--- config.mk ---
export PLATFORM = sky130hd
export DESIGN_NAME = adam_ctrl
export DESIGN_NICKNAME = d
export VERILOG_FILES = /design/src/rtl/adam_pkg.sv /design/src/rtl/adam_ctrl.sv
export SDC_FILE = /design/constraint.sdc
export NUM_CORES = 1
export LEC_CHECK = 0
export ABC_CLOCK_PERIOD_IN_PS = 3800
export BUFFER_PORTS_ARGS = -buffer_cell sky130_fd_sc_hd__buf_2
export CORE_MARGIN = 2
export CORE_UTILIZATION = 55
export CTS_BUF_LIST = sky130_fd_sc_hd__clkbuf_8
export CTS_CLUSTER_DIAMETER = 150
export DETAILED_ROUTE_END_ITERATION = 8
export PLACE_DENSITY = 0.85
export SLEW_MARGIN = 20
export SYNTH_ARGS = -nofsm -noshare
export SYNTH_HDL_FRONTEND = slang
export SYNTH_SLANG_ARGS = --single-unit
--- constraint.sdc ---
create_clock -name clock -period 3.8 [get_ports clock]
set_input_delay 0.38 -clock clock [delete_from_list [all_inputs] [get_ports clock]]
set_output_delay 0.38 -clock clock [all_outputs]
set_load 0.03 [all_outputs]
--- src/rtl/adam_pkg.sv ---
// types, constants and codes of the adam optimizer update block
package adam_pkg;

   localparam int ELEMENTS_DEFAULT = 1024;
   localparam int GRAD_W  = 32;
   localparam int INDEX_W = 10;
   localparam int FRAC_W  = 24;
   localparam int COEF_W  = 25;
   localparam int EPS_W   = 40;
   localparam int CSR_W   = 40;
   localparam int VM_W    = 64;
   localparam int ROOT_W  = 32;
   localparam int ACC_W   = 96;
   localparam int DIV_W   = 96;
   localparam int DEN_W   = 49;

   localparam logic [COEF_W-1:0] ONE_Q24 = COEF_W'(1) << FRAC_W;
   localparam logic [23:0] FIRST_DECAY_RESET  = 24'd15099494;
   localparam logic [23:0] SECOND_DECAY_RESET = 24'd16760439;
   localparam logic [23:0] STEP_SIZE_RESET    = 24'd16777;
   localparam logic [EPS_W-1:0] STABILITY_RESET = 40'd10995;

   typedef struct packed {
      logic signed [GRAD_W-1:0] grad;
      logic [INDEX_W-1:0]       elem_index;
      logic                     last_elem;
   } req_type;

   typedef struct packed {
      logic signed [GRAD_W-1:0] update_value;
      logic [INDEX_W-1:0]       out_index;
      logic                     saturated;
   } rsp_type;

   typedef enum logic [1:0] {
      CSR_FIRST_DECAY,
      CSR_SECOND_DECAY,
      CSR_STEP_SIZE,
      CSR_STABILITY
   } csr_index_type;

   typedef enum logic [4:0] {
      ST_CLEAR, ST_IDLE, ST_RD, ST_M0, ST_M1, ST_M2, ST_V0, ST_V1, ST_V2, ST_V3,
      ST_C1, ST_C2, ST_C3, ST_DIV_MH, ST_DIV_VH, ST_SQ0, ST_SQRT,
      ST_N0, ST_N1, ST_N2, ST_N3, ST_DIV_UP, ST_DONE
   } state_type;

   typedef enum logic [3:0] {
      MUL_G_SQ, MUL_G_M, MUL_M_OLD, MUL_V_LO, MUL_V_HI, MUL_SQ_LO, MUL_SQ_HI,
      MUL_P1, MUL_P2, MUL_N_LO, MUL_N_HI
   } mul_sel_type;

   typedef enum logic [1:0] {
      ACC_NONE, ACC_LOAD, ACC_LOAD_RND, ACC_ADD
   } acc_op_type;

   typedef enum logic [3:0] {
      CAP_NONE, CAP_GSQ, CAP_M, CAP_V, CAP_C1, CAP_C2, CAP_MH, CAP_VHAT, CAP_DEN,
      CAP_UPD_ZERO, CAP_UPD_DIV
   } cap_type;

   typedef enum logic [1:0] {
      DIV_MH, DIV_VH, DIV_UP
   } div_sel_type;

   typedef struct packed {
      logic        accept;
      logic        mem_rd;
      logic        mem_we;
      logic        clear_we;
      mul_sel_type mul_sel;
      acc_op_type  acc_op;
      logic        acc_sh32;
      cap_type     cap;
      logic        div_start;
      div_sel_type div_sel;
      logic        sqrt_start;
      logic        load_out;
   } dp_cmd_type;

   typedef struct packed {
      logic clear_last;
      logic div_done;
      logic sqrt_done;
      logic den_zero;
      logic out_busy;
   } dp_status_type;

endpackage

--- src/rtl/adam_ctrl.sv ---
// sequencer that steps the datapath through one request
module adam_ctrl (
   input  logic                    clock,
   input  logic                    reset,
   input  logic                    req_valid,
   output logic                    req_stall,
   input  adam_pkg::dp_status_type status,
   output adam_pkg::dp_cmd_type    cmd
);
   import adam_pkg::*;

   state_type state_ff, state_in;

   always_ff @(posedge clock) begin
      if (reset) begin
         state_ff <= ST_CLEAR;
      end else begin
         state_ff <= state_in;
      end
   end

   always_comb begin
      state_in  = state_ff;
      cmd       = '0;
      req_stall = 1'b1;
      unique case (state_ff)
         ST_CLEAR: begin
            cmd.clear_we = 1'b1;
            if (status.clear_last) state_in = ST_IDLE;
         end
         ST_IDLE: begin
            req_stall = 1'b0;
            if (req_valid) begin
               cmd.accept = 1'b1;
               state_in   = ST_RD;
            end
         end
         ST_RD: begin
            cmd.mem_rd  = 1'b1;
            cmd.mul_sel = MUL_G_SQ;
            state_in    = ST_M0;
         end
         ST_M0: begin
            cmd.mul_sel = MUL_G_M;
            cmd.cap     = CAP_GSQ;
            state_in    = ST_M1;
         end
         ST_M1: begin
            cmd.mul_sel = MUL_M_OLD;
            cmd.acc_op  = ACC_LOAD_RND;
            state_in    = ST_M2;
         end
         ST_M2: begin
            cmd.mul_sel = MUL_V_LO;
            cmd.acc_op  = ACC_ADD;
            state_in    = ST_V0;
         end
         ST_V0: begin
            cmd.mul_sel = MUL_V_HI;
            cmd.acc_op  = ACC_LOAD_RND;
            cmd.cap     = CAP_M;
            state_in    = ST_V1;
         end
         ST_V1: begin
            cmd.mul_sel  = MUL_SQ_LO;
            cmd.acc_op   = ACC_ADD;
            cmd.acc_sh32 = 1'b1;
            state_in     = ST_V2;
         end
         ST_V2: begin
            cmd.mul_sel = MUL_SQ_HI;
            cmd.acc_op  = ACC_ADD;
            state_in    = ST_V3;
         end
         ST_V3: begin
            cmd.mul_sel  = MUL_P1;
            cmd.acc_op   = ACC_ADD;
            cmd.acc_sh32 = 1'b1;
            state_in     = ST_C1;
         end
         ST_C1: begin
            cmd.mul_sel = MUL_P2;
            cmd.acc_op  = ACC_LOAD_RND;
            cmd.cap     = CAP_V;
            state_in    = ST_C2;
         end
         ST_C2: begin
            cmd.acc_op = ACC_LOAD_RND;
            cmd.cap    = CAP_C1;
            cmd.mem_we = 1'b1;
            state_in   = ST_C3;
         end
         ST_C3: begin
            cmd.cap       = CAP_C2;
            cmd.div_start = 1'b1;
            cmd.div_sel   = DIV_MH;
            state_in      = ST_DIV_MH;
         end
         ST_DIV_MH: begin
            if (status.div_done) begin
               cmd.cap       = CAP_MH;
               cmd.div_start = 1'b1;
               cmd.div_sel   = DIV_VH;
               state_in      = ST_DIV_VH;
            end
         end
         ST_DIV_VH: begin
            cmd.div_sel = DIV_VH;
            if (status.div_done) begin
               cmd.cap  = CAP_VHAT;
               state_in = ST_SQ0;
            end
         end
         ST_SQ0: begin
            cmd.sqrt_start = 1'b1;
            state_in       = ST_SQRT;
         end
         ST_SQRT: begin
            if (status.sqrt_done) begin
               cmd.cap  = CAP_DEN;
               state_in = ST_N0;
            end
         end
         ST_N0: begin
            cmd.mul_sel = MUL_N_LO;
            state_in    = ST_N1;
         end
         ST_N1: begin
            cmd.mul_sel = MUL_N_HI;
            cmd.acc_op  = ACC_LOAD;
            state_in    = ST_N2;
         end
         ST_N2: begin
            cmd.acc_op   = ACC_ADD;
            cmd.acc_sh32 = 1'b1;
            state_in     = ST_N3;
         end
         ST_N3: begin
            cmd.div_sel = DIV_UP;
            if (status.den_zero) begin
               cmd.cap  = CAP_UPD_ZERO;
               state_in = ST_DONE;
            end else begin
               cmd.div_start = 1'b1;
               state_in      = ST_DIV_UP;
            end
         end
         ST_DIV_UP: begin
            cmd.div_sel = DIV_UP;
            if (status.div_done) begin
               cmd.cap  = CAP_UPD_DIV;
               state_in = ST_DONE;
            end
         end
         ST_DONE: begin
            if (!status.out_busy) begin
               cmd.load_out = 1'b1;
               state_in     = ST_IDLE;
            end
         end
         default: state_in = ST_CLEAR;
      endcase
   end
endmodule

==> metrics <==
Net Count, Synth ~130; GRT Overall Usage 24.23%; Worst-Skew Late Latency approximately 0.22 ns; post-synthesis mux area share 9.877%; crit-path max FO 19; Ys Warns 0; final setup violation count 0; largest registers state_ff (5); Max Cap Viol 0; Post-synth EDFFs 0; Async SR Flop Fraction 0%; via count approximately 960; vias per cell 6.181; Worst Reg-to-Reg Cells 4; skew final 0.006712 ns; number of nets in the layout 149; commonest non-fill, non-tap cell in the layout buf_2; Place WS 1.471 ns; FP Rows 13; f_max ~390 MHz; worst hold start reset; reg2reg setup slack 1.52 ns; VDD IR-drop max 0.2882 mV; r2r startpoint state_ff[1]; #FFs+latches synth 5; Largest Register state_ff; H-tree depth 1; XOR/XNOR Fraction of Synth Area 5.401%; IO Pins 29; placed wire-length estimate around 1400 µm; CP endpoint kind output pin; Post-CTS Resized 0; initial DRC count 15; status finished clean; initial core utilization between 60% and 70%; Syn Inst Count 120; simple-gate portion of the synthesized area about 32%; initial antenna violation count 0; FILL cells 123; Root Driver clkbuf_8; Max Root-Sink Buffers 2; Die ar. roughly 1800 µm²; DRC viols 0; Num CTS Buffers 3; synthesized area per cell around 6.8 µm²; CP Class reg2out; global route total overflow 0; CP Launch Type register; vias in the first global route 807; Die X 42.40 µm; detailed-router iteration count before antenna repair 4; RD Place Congestion just under 0.9; Synth Area in Compound Gates between 30% and 40%; hold endpoint state_ff[3]; unique cell type count in the Yosys netlist 41; Die Span Y 42.40 µm; Setup TNS 0 ns; Max Slew Vio Count 0; Post-DRT Antenna Nets 0; n_diodes 0; LEAKAGE 0.4156 nW; Core Box Area 1334 µm²; Main synth FF type dfxtp_1; R2R Path End state_ff[1]; CTS tree yes; most frequent cells in the layout buf_2 (28), nor2_1 (17), a21oi_1 (11), nor3_1 (8), nand2_1 (7); first-pass GRT wire length 3415 µm; Num Clock Sinks 5; WL final 2079 µm; post-synthesis adder-cell area fraction 1.235%; WHS Path Cells 2; max FFs per register 5; largest family of logic cells by synthesized area simple AND/OR/NAND/NOR gates; Syn-to-layout area delta 18.36%; port bufs 28; total setup buffers inserted after CTS 0; Post-Synthesis Cell Area 810.8 µm²; hold_buf cts 0; fraction of layout cells with a size suffix above 1 27.14%; slowest cell on the critical path dfxtp_1; actual slew at the worst max-slew pin 0.8861 ns; largest net degree at the start of global routing 27; required time worst endpoint 3.42 ns; PnR worst setup slack around 1.2 ns; Reg clk slew, reported paths 0.04 ns; Final Cell Area 959.7 µm²; Final Hold Vio Count 0; crit share post-route 67.82%; Area after DPL 914.6 µm²; Final min period ~2.6 ns; Final Core Density 71.95%; wire per inst 13.41 µm; Worst EP arrival around 2.2 ns; HP Class in2reg; RSZ-0062 raised after global routing false; worst-path cell chain nor2b_1 > a22o_1 > a22oi_1 > o21ai_0 > buf_2; worst hold slack 0.4204 ns; critical path's largest stage delay approximately 0.66 ns; headroom to the max-slew limit 40.85%; PwrDens around 420 nW/µm²; register area share after synthesis between 10% and 20%
==> cell usage after synthesis, types with 3 or more instances <==
cell type | instances | area (µm²)
nand2_1 | 7 | 26.28
mux2i_1 | 5 | 50.05
nand2b_1 | 5 | 31.28
nor2_1 | 17 | 63.81
a21oi_1 | 11 | 55.05
a22oi_1 | 3 | 22.52
dfxtp_1 | 5 | 100.1
nor3_1 | 8 | 40.04
buf_2 | 8 | 40.04
o21ai_0 | 6 | 30.03
clkbuf_1 | 3 | 11.26
xnor2_1 | 4 | 35.03
inv_1 | 3 | 11.26
==> per-stage QoR <==
step	total power, W	instances
6_report	0.0003996	155
5_1_grt	0.0004285	155
4_1_cts	0.0004010	155
3_5_place_dp	0.0003013	151
3_3_place_gp	0.0002971	151
2_1_floorplan	0.0002601	120
==> report_power, final <==
part / switching, W / total [W] / internal (W)
Combinational: 0.000121 / 0.000206 / 0.0000842
Clock: 0.0000273 / 0.0000967 / 0.0000693
Sequential: 0.0000365 / 0.0000973 / 0.0000608
Total: 0.000185 / 0.000400 / 0.000214
==> routing by layer <==
metal,share of wire (%),global-route usage (%)
met1,43,28.61
met2,49,41.54
met3,7.0,7.759
met4,0.67,6.875
met5,0,0
==> critical path, delay by kind of cell, from the launching register on <==
family,cells,cell delay [ns]
and+or+nand+nor,1,0.59
AOI/OAI and AO/OA,3,0.50
DFF,1,0.66
buffers and inverters,1,0.22
==> cells by family after synthesis <==
logic type | Yosys count
AOI/OAI and AO/OA | 34
xor gates and xnor gates | 5
adders and majority gates | 1
buffers and inverters | 16
DFF | 5
muxes | 7
and+or+nand+nor | 52
==> worst max path at each step <==
stage | startpoint | endpoint | slack, ns | cells after the start
2_1_floorplan | state_ff[1] | cmd[11] | 1.67 | 6
3_3_place_gp | state_ff[3] | cmd[9] | 1.58 | 5
3_5_place_dp | state_ff[1] | cmd[6] | 1.47 | 5
4_1_cts | state_ff[1] | cmd[6] | 1.24 | 5
5_1_grt | state_ff[1] | cmd[6] | 1.01 | 5
6_report | state_ff[1] | cmd[6] | 1.22 | 5
==> area by class of cell <==
type | instances | area, µm² | area share (%)
Clock inverter | 1 | 3.754 | 0.3911
Clock buffer | 3 | 41.29 | 4.302
Tap cell | 15 | 18.77 | 1.956
Timing Repair Buffer | 28 | 140.1 | 14.60
Sequential cell | 5 | 100.1 | 10.43
Multi-Input combinational cell | 99 | 640.6 | 66.75
Inverter | 4 | 15.01 | 1.565
(Power assumes the default switching activity.)
